### config.mk
export PLATFORM = sky130hd
export DESIGN_NAME = base64_stream_decoder
export DESIGN_NICKNAME = d
export VERILOG_FILES = /design/src/b64d_pkg.sv /design/src/b64d_front.sv /design/src/b64d_queue.sv /design/src/b64d_back.sv /design/src/base64_stream_decoder.sv
export VERILOG_INCLUDE_DIRS = /design/src /design/src/src
export SDC_FILE = /design/constraint.sdc
export NUM_CORES = 1
export LEC_CHECK = 0
export ABC_AREA = 1
export BUFFER_PORTS_ARGS = -buffer_cell sky130_fd_sc_hd__buf_2
export CORE_MARGIN = 4
export CORE_UTILIZATION = 60
export CTS_BUF_LIST = sky130_fd_sc_hd__clkbuf_4
export DETAILED_ROUTE_END_ITERATION = 8
export HOLD_SLACK_MARGIN = 0.08
export PLACE_DENSITY = 0.77
export RECOVER_POWER = 50
export SYNTH_ARGS = -nofsm -noshare
export SYNTH_HDL_FRONTEND = slang
export SYNTH_SLANG_ARGS = --single-unit
### constraint.sdc
create_clock -name clk -period 13.8 [get_ports clk]
set_input_delay 2.76 -clock clk [delete_from_list [all_inputs] [get_ports clk]]
set_output_delay 2.76 -clock clk [all_outputs]
set_load 0.01 [all_outputs]
### src/base64_stream_decoder_assert.svh
// Assertion macros for the base64 stream decoder.
`ifndef BASE64_STREAM_DECODER_ASSERT_SVH
`define BASE64_STREAM_DECODER_ASSERT_SVH

// same-cycle implication, sampled on clk, off during reset
`define B64D_ASSERT_NOW(lbl, ante, cons, msg) \
	lbl: assert property (@(posedge clk) disable iff (!arst_n) (ante) |-> (cons)) \
		else $error(msg);

// next-cycle implication
`define B64D_ASSERT_NEXT(lbl, ante, cons, msg) \
	lbl: assert property (@(posedge clk) disable iff (!arst_n) (ante) |=> (cons)) \
		else $error(msg);

`endif

### src/b64d_pkg.sv
// Shared types, constants and the character lookup for the base64 stream decoder.
package b64d_pkg;

	localparam logic [7:0] CHAR_PAD   = 8'h3D;
	localparam logic [5:0] SEXTET_NUM = 6'd52;
	localparam logic [5:0] SEXTET_LC  = 6'd26;
	localparam logic [5:0] SEXTET_PLUS  = 6'd62;
	localparam logic [5:0] SEXTET_SLASH = 6'd63;

	// one queued job: up to six bytes, first byte in slot 5
	typedef struct packed {
		logic [5:0][7:0] bytes;
		logic [2:0]      count;
		logic            last;
		logic            empty;
	} b64d_entry_t;

	function automatic logic [5:0] sextet_of(input logic [7:0] c);
		logic [5:0] s;
		s = '0;
		case (c) inside
			[8'h41:8'h5A]: s = 6'(c - 8'h41);
			[8'h61:8'h7A]: s = SEXTET_LC + 6'(c - 8'h61);
			[8'h30:8'h39]: s = SEXTET_NUM + 6'(c - 8'h30);
			8'h2B:         s = SEXTET_PLUS;
			8'h2F:         s = SEXTET_SLASH;
			default:       s = '0;
		endcase
		return s;
	endfunction

endpackage

### src/b64d_front.sv
// Front end: takes characters, assembles groups, holds the newest group, builds byte jobs.
module b64d_front import b64d_pkg::*; (
	input  logic        clk,
	input  logic        arst_n,
	input  logic        in_valid,
	output logic        in_ready,
	input  logic [7:0]  char_code,
	input  logic        last_char,
	input  logic        q_full,
	output logic        push,
	output b64d_entry_t entry
);

	logic [17:0] acc_q;
	logic [1:0]  pos_q;
	logic [23:0] held_q;
	logic        held_valid_q;
	logic        prev_pad_q;

	logic [5:0]  sextet;
	logic        is_pad;
	logic        accept;
	logic        complete;
	logic        flush;
	logic [23:0] held_next;
	logic        held_valid_next;
	logic [1:0]  pad_cnt;
	logic [2:0]  final_n;
	logic [23:0] final_group;

	assign in_ready = !q_full;
	assign accept   = in_valid && in_ready;
	assign sextet   = sextet_of(char_code);
	assign is_pad   = (char_code == CHAR_PAD);
	assign complete = (pos_q == 2'd3);
	assign flush    = complete && held_valid_q;

	assign held_next       = complete ? {acc_q, sextet} : held_q;
	assign held_valid_next = held_valid_q || complete;

	assign pad_cnt     = {1'b0, is_pad} + {1'b0, prev_pad_q};
	assign final_n     = held_valid_next ? (3'd3 - {1'b0, pad_cnt}) : 3'd1;
	assign final_group = held_valid_next ? held_next : 24'd0;

	always_comb begin
		entry.count = (flush ? 3'd3 : 3'd0) + (last_char ? final_n : 3'd0);
		entry.last  = last_char;
		entry.empty = last_char && !held_valid_next;
		if (flush) begin
			entry.bytes = {held_q, final_group};
		end else begin
			entry.bytes = {final_group, 24'd0};
		end
	end

	assign push = accept && (entry.count != 3'd0);

	always_ff @(posedge clk or negedge arst_n) begin
		if (!arst_n) begin
			acc_q        <= '0;
			pos_q        <= '0;
			held_q       <= '0;
			held_valid_q <= 1'b0;
			prev_pad_q   <= 1'b0;
		end else if (accept) begin
			if (last_char) begin
				// text done: start the next one clean
				acc_q        <= '0;
				pos_q        <= '0;
				held_q       <= '0;
				held_valid_q <= 1'b0;
				prev_pad_q   <= 1'b0;
			end else begin
				acc_q        <= complete ? 18'd0 : {acc_q[11:0], sextet};
				pos_q        <= pos_q + 2'd1;
				held_q       <= held_next;
				held_valid_q <= held_valid_next;
				prev_pad_q   <= is_pad;
			end
		end
	end

endmodule

### src/b64d_queue.sv
// Small flop-based FIFO of byte jobs between front and back.
module b64d_queue import b64d_pkg::*; #(
	parameter int DEPTH = 4
) (
	input  logic                         clk,
	input  logic                         arst_n,
	input  logic                         push,
	input  b64d_entry_t                  push_entry,
	input  logic                         pop,
	output b64d_entry_t                  head,
	output logic                         full,
	output logic                         empty,
	output logic [$clog2(DEPTH+1)-1:0]   count
);

	localparam int PW = (DEPTH > 1) ? $clog2(DEPTH) : 1;
	localparam int CW = $clog2(DEPTH + 1);

	b64d_entry_t   mem_q [DEPTH];
	logic [PW-1:0] wr_q;
	logic [PW-1:0] rd_q;
	logic [CW-1:0] cnt_q;
	logic          do_push;
	logic          do_pop;

	assign full    = (cnt_q == CW'(DEPTH));
	assign empty   = (cnt_q == '0);
	assign count   = cnt_q;
	assign do_push = push && !full;
	assign do_pop  = pop && !empty;
	assign head    = mem_q[rd_q];

	always_ff @(posedge clk or negedge arst_n) begin
		if (!arst_n) begin
			wr_q  <= '0;
			rd_q  <= '0;
			cnt_q <= '0;
		end else begin
			if (do_push) begin
				wr_q <= (wr_q == PW'(DEPTH - 1)) ? '0 : wr_q + 1'b1;
			end
			if (do_pop) begin
				rd_q <= (rd_q == PW'(DEPTH - 1)) ? '0 : rd_q + 1'b1;
			end
			case ({do_push, do_pop})
				2'b10:   cnt_q <= cnt_q + 1'b1;
				2'b01:   cnt_q <= cnt_q - 1'b1;
				default: cnt_q <= cnt_q;
			endcase
		end
	end

	always_ff @(posedge clk) begin
		if (do_push) begin
			mem_q[wr_q] <= push_entry;
		end
	end

endmodule

### src/b64d_back.sv
// Back end: walks the head job one byte per word and retires it after its final byte.
module b64d_back import b64d_pkg::*; (
	input  logic        clk,
	input  logic        arst_n,
	input  b64d_entry_t head,
	input  logic        q_empty,
	output logic        pop,
	output logic        out_valid,
	input  logic        out_ready,
	output logic [7:0]  data_byte,
	output logic        last_byte,
	output logic        stream_empty
);

	logic [2:0] idx_q;
	logic       at_end;
	logic       take;

	assign out_valid    = !q_empty;
	assign take         = out_valid && out_ready;
	assign at_end       = (idx_q == head.count - 3'd1);
	assign pop          = take && at_end;
	assign data_byte    = head.bytes[3'd5 - idx_q];
	assign last_byte    = head.last && at_end;
	assign stream_empty = head.empty;

	always_ff @(posedge clk or negedge arst_n) begin
		if (!arst_n) begin
			idx_q <= '0;
		end else if (take) begin
			idx_q <= at_end ? 3'd0 : idx_q + 3'd1;
		end
	end

endmodule

### src/base64_stream_decoder.sv
// Base64 stream decoder: one character per word in, decoded bytes one per word out.
// Throughput: one character taken per cycle while the queue has room; one byte out per cycle while out_ready is high.
// Bytes of an item are written to the job queue on its accept edge and leave in order from the queue head.
// A complete group is held until the next group completes or the text ends (up to 6 bytes/item).
// Reset (arst_n low, async): group state, held group, queue pointers and byte index clear.
`include "base64_stream_decoder_assert.svh"

module base64_stream_decoder import b64d_pkg::*; #(
	parameter int QUEUE_DEPTH = 4
) (
	input  logic       clk,
	input  logic       arst_n,
	input  logic       in_valid,
	output logic       in_ready,
	input  logic [7:0] char_code,
	input  logic       last_char,
	output logic       out_valid,
	input  logic       out_ready,
	output logic [7:0] data_byte,
	output logic       last_byte,
	output logic       stream_empty
);

	b64d_entry_t push_entry;
	b64d_entry_t head;
	logic        push;
	logic        pop;
	logic        q_full;
	logic        q_empty;
	logic [$clog2(QUEUE_DEPTH+1)-1:0] q_count;

	b64d_front u_front (
		.clk       (clk),
		.arst_n    (arst_n),
		.in_valid  (in_valid),
		.in_ready  (in_ready),
		.char_code (char_code),
		.last_char (last_char),
		.q_full    (q_full),
		.push      (push),
		.entry     (push_entry)
	);

	b64d_queue #(
		.DEPTH (QUEUE_DEPTH)
	) u_queue (
		.clk        (clk),
		.arst_n     (arst_n),
		.push       (push),
		.push_entry (push_entry),
		.pop        (pop),
		.head       (head),
		.full       (q_full),
		.empty      (q_empty),
		.count      (q_count)
	);

	b64d_back u_back (
		.clk          (clk),
		.arst_n       (arst_n),
		.head         (head),
		.q_empty      (q_empty),
		.pop          (pop),
		.out_valid    (out_valid),
		.out_ready    (out_ready),
		.data_byte    (data_byte),
		.last_byte    (last_byte),
		.stream_empty (stream_empty)
	);

	`B64D_ASSERT_NOW(a_empty_marker, out_valid && stream_empty, last_byte && (data_byte == 8'd0), "empty marker must be a final zero byte")
	`B64D_ASSERT_NOW(a_job_nonzero, out_valid, head.count != 3'd0, "queued job carries no bytes")
	`B64D_ASSERT_NOW(a_full_stalls, q_full, !in_ready, "input taken while job queue full")
	`B64D_ASSERT_NEXT(a_count_bound, 1'b1, q_count <= ($clog2(QUEUE_DEPTH+1))'(QUEUE_DEPTH), "queue count overflow")

endmodule

==> reports/qor.txt, run 1 <==
status -> finished, violations left
failing checks -> capacitance limit, slew limit
Synth area leaders -> edfxtp_1, dfrtp_1, o21ai_0, nor2_1, nand2_1
Setup WS pre-CTS -> 7.60 ns
register area share after synthesis -> 0.664
syn_area_per_cell -> 11.4 um2
DRC -> 0
TritonRoute pass-1 iters -> 6
Final ANT Viol Nets -> 0
Max Fclk -> 115 MHz
Placeable Area -> 19000 um2
Sink Count -> 268
setup TNS -> 0 ns
post-CTS sizing -> 0
Die Area -> 21800 um2
Vias/cell -> 5.80
clock latency on the worst-skew pair -> 0.66 ns
RSZ-0062 raised after global routing -> false
leakage power -> 4.80 nW
remaining global-route overflow -> 0
CTS tree -> built
critical path arrival -> 5.97 ns
largest net degree at the start of global routing -> 110
Hold Violations, Final -> 0
Root Driver -> clkbuf_4
total CTS buffers -> 68
hold buffer count at cts -> 0
H-tree levels -> 3
Tot Pwr -> 2.40 mW
CP Data Required Time -> 11.04 ns
num ports -> 25
share of cells above drive strength 1 -> 0.163
CP Launch Type -> register
crit path time final -> 8.73 ns
PnR worst setup slack -> 5.07 ns
worst-path fanout max -> 100
Routed WL -> 25.8 mm
Layout area overhead -> 9.94%
top-area cell type share of the netlist area -> 0.545
DR WL/cell -> 18.6 um
# rows -> 50
first-pass GRT wire length -> 41.6 mm
crit path capture type -> output port
pwr dens -> 187 nW/um2
Initial Util -> 0.617
clk buf depth -> 3
post-CTS setup buffer count -> 0
critical path class -> register to output port
fill count -> 1408
initial drt markers -> 762
antenna violations before repair -> 1
Layout Skew -> 0.0363 ns
Syn Inst Count -> 1023
gpl congestion -> 0.862
NumNets Final -> 1107
Final Setup Violations -> 0
Synth Register Bits -> 268
die height -> 148 um
Worst Tran Pin Value -> 4.29 ns
Max IR drop VDD -> 0.000151 V
Synth Net Count -> 1056
clock-pin slew on the worst setup and hold paths -> 0.06 ns
Hold Crit Class -> register to register
number of global-route vias before repair -> 8032
port bufs -> 24
Slew Limit Headroom -> -1.86
Period Utilization, post-route -> 0.632
Final Max Slew Viols -> 187
final instance area -> 12900 um2
Ys Warns -> 0
Yosys cell types -> 38
Max Cap Viol -> 3
GRT Util Overall -> 0.242
DP HPWL -> 14.2 mm
Yosys top cell by area -> edfxtp_1
die width -> 148 um
Syn Std Cell Area -> 11700 um2
placed cell area -> 12000 um2
Via Count -> 8045
## per-stage QoR
stage,utilization,cells,hold WS (ns)
2_1_floorplan,-,1023,0.453
3_3_place_gp,0.633,1264,0.466
3_5_place_dp,0.633,1264,0.473
4_1_cts,0.681,1386,0.489
5_1_grt,0.678,1387,0.506
6_report,0.678,1387,0.485
## routing by layer
metal  global-route usage  share of wire  routed length, um  vias to the layer above
met5                    0              0                  0                        -
met4               0.0923          0.017                433                        0
met3               0.0543          0.080               2060                       37
met2                0.391           0.48              12500                      340
met1                0.323           0.42              10800                     3860
li1                     -              -                  -                     3808
## cell usage after synthesis (all sizes together)
master    n
a22o      1
nand4     5
nor2    154
xor2     10
o31ai     1
nand2   142
or2       1
buf      30
o221ai   21
fa        2
nand3    44
a21oi    19
clkbuf   29
o211ai   24
nor3      1
clkinv    1
o22ai    35
dfrtp    56
o21ai   165
edfxtp  212
ha       18
a32o      1
xnor2     2
inv      49
## path summary, 6_finish.rpt
check	end	depth (start not counted)	slack (ns)	start
hold reg to reg	u_front.held_q[14]	2	0.48	u_front.held_q[14]
min in group asynchronous	u_front.held_q[11]	2	3.27	arst_n
hold / removal	u_front.held_q[14]	2	0.48	u_front.held_q[14]
setup / recovery	last_byte	12	5.07	u_queue.rd_q[0]
max in group asynchronous	u_queue.rd_q[0]	2	8.50	arst_n
setup reg to reg	u_queue.count[2]	17	7.42	u_queue.rd_q[0]
## critical path, cell delays in order, from the launching register on
cell      delay, ns
dfrtp_2        0.41
inv_1          0.16
clkbuf_1       3.03
nand2_1        0.24
nand3_1        0.23
nand2_1        0.11
ha_1           0.30
xor2_1         0.13
o21ai_0        0.09
a21oi_1        0.16
nand2_1        0.11
a21oi_1        0.19
buf_2          0.17
## final cells by class
| type | instances | area (um2) | area share |
|---|---|---|---|
| Antenna cell | 1 | 2.50 | 0.000195 |
| Clock buffer | 105 | 788 | 0.0613 |
| Clock inverter | 17 | 118 | 0.00915 |
| Inverter | 50 | 188 | 0.0146 |
| Multi-Input combinational cell | 646 | 3440 | 0.267 |
| Sequential cell | 268 | 7770 | 0.604 |
| Tap cell | 260 | 325 | 0.0253 |
| Timing Repair Buffer | 40 | 225 | 0.0175 |
## registers in the layout, indices dropped and copies added, names as in the netlist
register              flops
u_queue.rd_q              2
u_front.held_q           24
u_front.prev_pad_q        1
u_queue.wr_q              2
u_front.held_valid_q      1
u_front.acc_q            18
u_front.pos_q             2
u_queue.count             3
u_back.idx_q              3
u_queue.mem_q           212
## cell families (layout without fill, tap and decap cells)
family	after synthesis	in the layout	share of synthesized area
buffers and inverters	109	212	0.0399
other	0	1	0
flip-flops	268	268	0.664
XOR/XNOR	12	12	0.00899
adder cells (fa/ha/maj)	20	20	0.0227
AND/OR/NAND/NOR	347	347	0.129
AO/OA/AOI/OAI	267	267	0.135
## where the power goes
part	total [mW]	internal (mW)	leakage [nW]	switching, mW
Sequential	0.998	0.967	2.74	0.0310
Clock	0.690	0.384	0.545	0.306
Combinational	0.711	0.212	1.51	0.499
## placed cells by master, fill, tap and decap left out, types with 21 or more instances in the layout
cell	count
inv_1	46
o221ai_1	21
o211ai_1	24
nand3_1	36
nand2_1	131
clkbuf_4	105
edfxtp_1	212
o21ai_0	151
dfrtp_1	55
o22ai_1	35
nor2_1	148
buf_2	21
(Power assumes the default switching activity.)
==> run 2: changes to the inputs <==
Settings changed: ABC_AREA 1 to 0.
Clock period 13.8 ns to 8.18 ns, I/O delays scaled along.
==> run 2 against run 1 <==
The flow still finishes with violations (capacitance limit, slew limit). Sequential power rose by 85%. Utilization is 0.18 points lower. Via count is 17% lower. Combinational power increased by 63%. Clock-buffer cell count shrank 2. Routed wire length down 8.9%. Worst setup slack got worse by 2.5 ns. Sequential cell count unchanged. Clock power up 65%. Register-to-register slack lost 4.9 ns. Final cell count down 25%. Critical endpoint is now u_queue.mem_q[3][13]. Largest cell class unchanged.
==> reports/qor.txt, run 2 <==
status -> finished, violations left (unchanged)
failing checks -> capacitance limit, slew limit (unchanged)
number of global-route vias before repair -> 7056 (was 8032)
most frequent cells in the layout -> edfxtp_1, clkbuf_4, dfrtp_1, mux4_2, a22o_1 (was edfxtp_1, o21ai_0, nor2_1, nand2_1, clkbuf_4)
clk buf depth -> 3 (unchanged)
top-area cell type share of the netlist area -> 0.552 (was 0.545)
Period Utilization, post-route -> 0.686
syn_area_per_cell -> 16.6 um2 (was 11.4 um2)
initial drt markers -> 586 (was 762)
Regs by FF count -> u_queue.mem_q: 212 flops, u_front.held_q: 24 flops, u_front.acc_q: 18 flops (unchanged)
crit path capture type -> register (was output port)
Simple-Gate Fraction of Synth Area -> 0.0609 (was 0.129)
Synth Net Count -> 727 (was 1056)
Setup WS pre-CTS -> 2.54 ns (was 7.60 ns)
GRT Util Overall -> 0.228 (was 0.242)
gpl congestion -> 0.878 (was 0.862)
PnR worst setup slack -> 2.57 ns (was 5.07 ns)
die height -> 147 um (was 148 um)
register area share after synthesis -> 0.674 (was 0.664)
pwr dens -> 326 nW/um2 (was 187 nW/um2)
final hold slack -> 0.493 ns (was 0.485 ns)
Syn Std Cell Area -> 11500 um2 (was 11700 um2)
critical path arrival -> 5.92 ns (was 5.97 ns)
total CTS buffers -> 68 (unchanged)
critical path class -> register to register (was register to output port)
Final Max Slew Viols -> 175 (was 187)
Initial Util -> 0.614 (was 0.617)
DR WL/cell -> 22.7 um (was 18.6 um)
Synth Area in Compound Gates -> 0.0775 (was 0.135)
fin cells -> 1038 (was 1387)
Via Count -> 6655 (was 8045)
Layout Skew -> 0.0385 ns (was 0.0363 ns)
post-CTS setup buffer count -> 0 (unchanged)
fill count -> 1300 (was 1408)
Root Driver -> clkbuf_4 (unchanged)
fraction of registers with async set/reset -> 0.209 (unchanged)
die width -> 147 um (was 148 um)
Die Area -> 21500 um2 (was 21800 um2)
placed cells -> 917 (was 1264)
Worst Tran Pin Value -> 3.13 ns (was 4.29 ns)
max reg flops -> 212 (unchanged)
hold buffer count at cts -> 0 (unchanged)
Yosys top cell by area -> edfxtp_1 (unchanged)
clock latency on the worst-skew pair -> 0.64 ns (was 0.66 ns)
Ys Warns -> 0 (unchanged)
share of cells above drive strength 1 -> 0.255 (was 0.163)
largest net degree at the start of global routing -> 65 (was 110)
Sequential cell area -> 7770 um2 (about the same)
Sink Count -> 268 (unchanged)
post-synthesis xor/xnor area fraction -> 0.00825 (was 0.00899)
most frequent cell after synthesis -> edfxtp_1 (unchanged)
Post-synth EDFFs -> 212 (unchanged)
Synth area leaders -> edfxtp_1, dfrtp_1, mux4_2, a22o_1, mux2i_1 (was edfxtp_1, dfrtp_1, o21ai_0, nor2_1, nand2_1)
ys flop type -> edfxtp_1 (unchanged)
area of the multi-input gates -> 3470 um2 (was 3440 um2)
final instance area -> 12700 um2 (was 12900 um2)
placed cell area -> 11800 um2 (was 12000 um2)
CP Data Required Time -> 8.49 ns (was 11.04 ns)
setup TNS -> 0 ns (unchanged)
Hold Crit Class -> register to register (unchanged)
Final ANT Viol Nets -> 0 (unchanged)
main combinational cell family by area after synthesis -> multiplexers (was compound AO/OA/AOI/OAI gates)
Routed WL -> 23.5 mm (was 25.8 mm)
commonest cells in the netlist -> edfxtp_1, dfrtp_1, mux4_2, a22o_1 (was edfxtp_1, nor2_1, o21ai_0, nand2_1, dfrtp_1)
Max Cap Viol -> 4 (was 3)
first-pass GRT wire length -> 38.0 mm (was 41.6 mm)
Max Fclk -> 178 MHz
clock-pin slew on the worst setup and hold paths -> 0.06 ns (about the same)
Slew Limit Headroom -> -1.08 (was -1.86)
Vias/cell -> 6.41 (was 5.80)
post-CTS sizing -> 0 (unchanged)
worst-path fanout max -> 64 (was 100)
port bufs -> 24 (unchanged)
crit path time final -> 5.61 ns
leakage power -> 4.79 nW (was 4.80 nW)
CP Launch Type -> register (unchanged)
RSZ-0062 raised after global routing -> false (unchanged)
DRC -> 0 (unchanged)
largest register by flop count -> u_queue.mem_q (unchanged)
NumNets Final -> 786 (was 1107)
mux share of post-synthesis cell area -> 0.133 (was 0)
Max IR drop VDD -> 0.000276 V (was 0.000151 V)
Post-Synth Adder-Cell Area -> 0.0230 (was 0.0227)
# rows -> 50 (unchanged)
DP HPWL -> 13.4 mm (was 14.2 mm)
Layout area overhead -> 10.1% (was 9.94%)
Yosys cell types -> 54 (was 38)
Placeable Area -> 18800 um2 (was 19000 um2)
num ports -> 25 (unchanged)
Final Setup Violations -> 0 (unchanged)
Syn Inst Count -> 694 (was 1023)
CTS tree -> built (unchanged)
antenna violations before repair -> 1 (unchanged)
TritonRoute pass-1 iters -> 8 (was 6)
H-tree levels -> 3 (unchanged)
most common cell after layout, fill and taps aside -> edfxtp_1 (unchanged)
Hold Violations, Final -> 0 (unchanged)
Synth Register Bits -> 268 (unchanged)
remaining global-route overflow -> 0 (unchanged)
-- run 2: cell count changes in the layout (fill, tap and decap cells not counted), moves of 24 or more --
| cell | previous run | this run |
|---|---|---|
| nor2_1 | 148 | 10 |
| o21ai_0 | 151 | 23 |
| nand2_1 | 131 | 34 |
| mux4_2 | 0 | 50 |
| a22o_1 | 1 | 42 |
| inv_1 | 46 | 15 |
| nand3_1 | 36 | 5 |
| o22ai_1 | 35 | 5 |
| mux2i_1 | 0 | 27 |
| a31oi_1 | 0 | 24 |
-- run 2: path summary, 6_finish.rpt --
path | from | to | slack, ns | depth (start not counted)
setup / recovery | u_front.pos_q[0] | u_queue.mem_q[3][13] | 2.57 | 10
hold / removal | u_front.pos_q[1] | u_front.pos_q[1] | 0.49 | 2
setup reg to reg | u_front.pos_q[0] | u_queue.mem_q[3][13] | 2.57 | 10
hold reg to reg | u_front.pos_q[1] | u_front.pos_q[1] | 0.49 | 2
max in group asynchronous | arst_n | u_queue.rd_q[0] | 3.86 | 2
min in group asynchronous | arst_n | u_queue.rd_q[1] | 2.14 | 2
-- run 2: cells by family (layout without fill, tap and decap cells) --
kind of cell	Yosys count	count (layout)
compound gates	122	122
flops	268	268
mux	84	84
fa+ha+maj	20	20
buf+inv	63	172
other cells	0	1
simple gates	127	127
xor+xnor	10	10
-- run 2: layout make-up --
type                    count  share of cell area
inverters                  15             0.00444
multi-input cells         363               0.273
repair buffers             37              0.0161
well taps                 234              0.0231
diodes                      1            0.000197
clock inverters            17             0.00946
flip-flops and latches    268               0.612
clock buffers             103              0.0609
-- run 2: routing by layer --
metal / wire [um] / part of all wire / vias to the layer above / track usage
met1: 9820 / 0.42 / 3389 / 0.319
met2: 11500 / 0.49 / 299 / 0.361
met3: 1690 / 0.072 / 46 / 0.0509
met5: 0 / 0 / - / 0
met4: 510 / 0.022 / 0 / 0.0795
li1: - / - / 2921 / -
-- run 2: power breakdown --
group	leakage [nW]	internal, mW	switching [mW]
combinational	1.52	0.539	0.620
sequential	2.73	1.68	0.169
clock	0.543	0.639	0.498
total	4.79	2.85	1.29
-- run 2: through the flow --
step | util | power [mW]
6_report | 0.676 | 4.14
5_1_grt | 0.676 | 4.40
4_1_cts | 0.678 | 4.21
3_5_place_dp | 0.630 | 3.06
3_3_place_gp | 0.630 | 3.01
2_1_floorplan | - | 2.71
-- run 2: critical path: stages, from the launching register on --
cell	delay, ns
dfrtp_1	0.38
ha_1	0.16
clkbuf_1	1.82
o21ai_0	0.16
and2_1	0.26
ha_1	0.19
fa_1	0.57
nor3_1	0.08
nor2_1	0.31
and2_2	0.93
buf_4	0.39
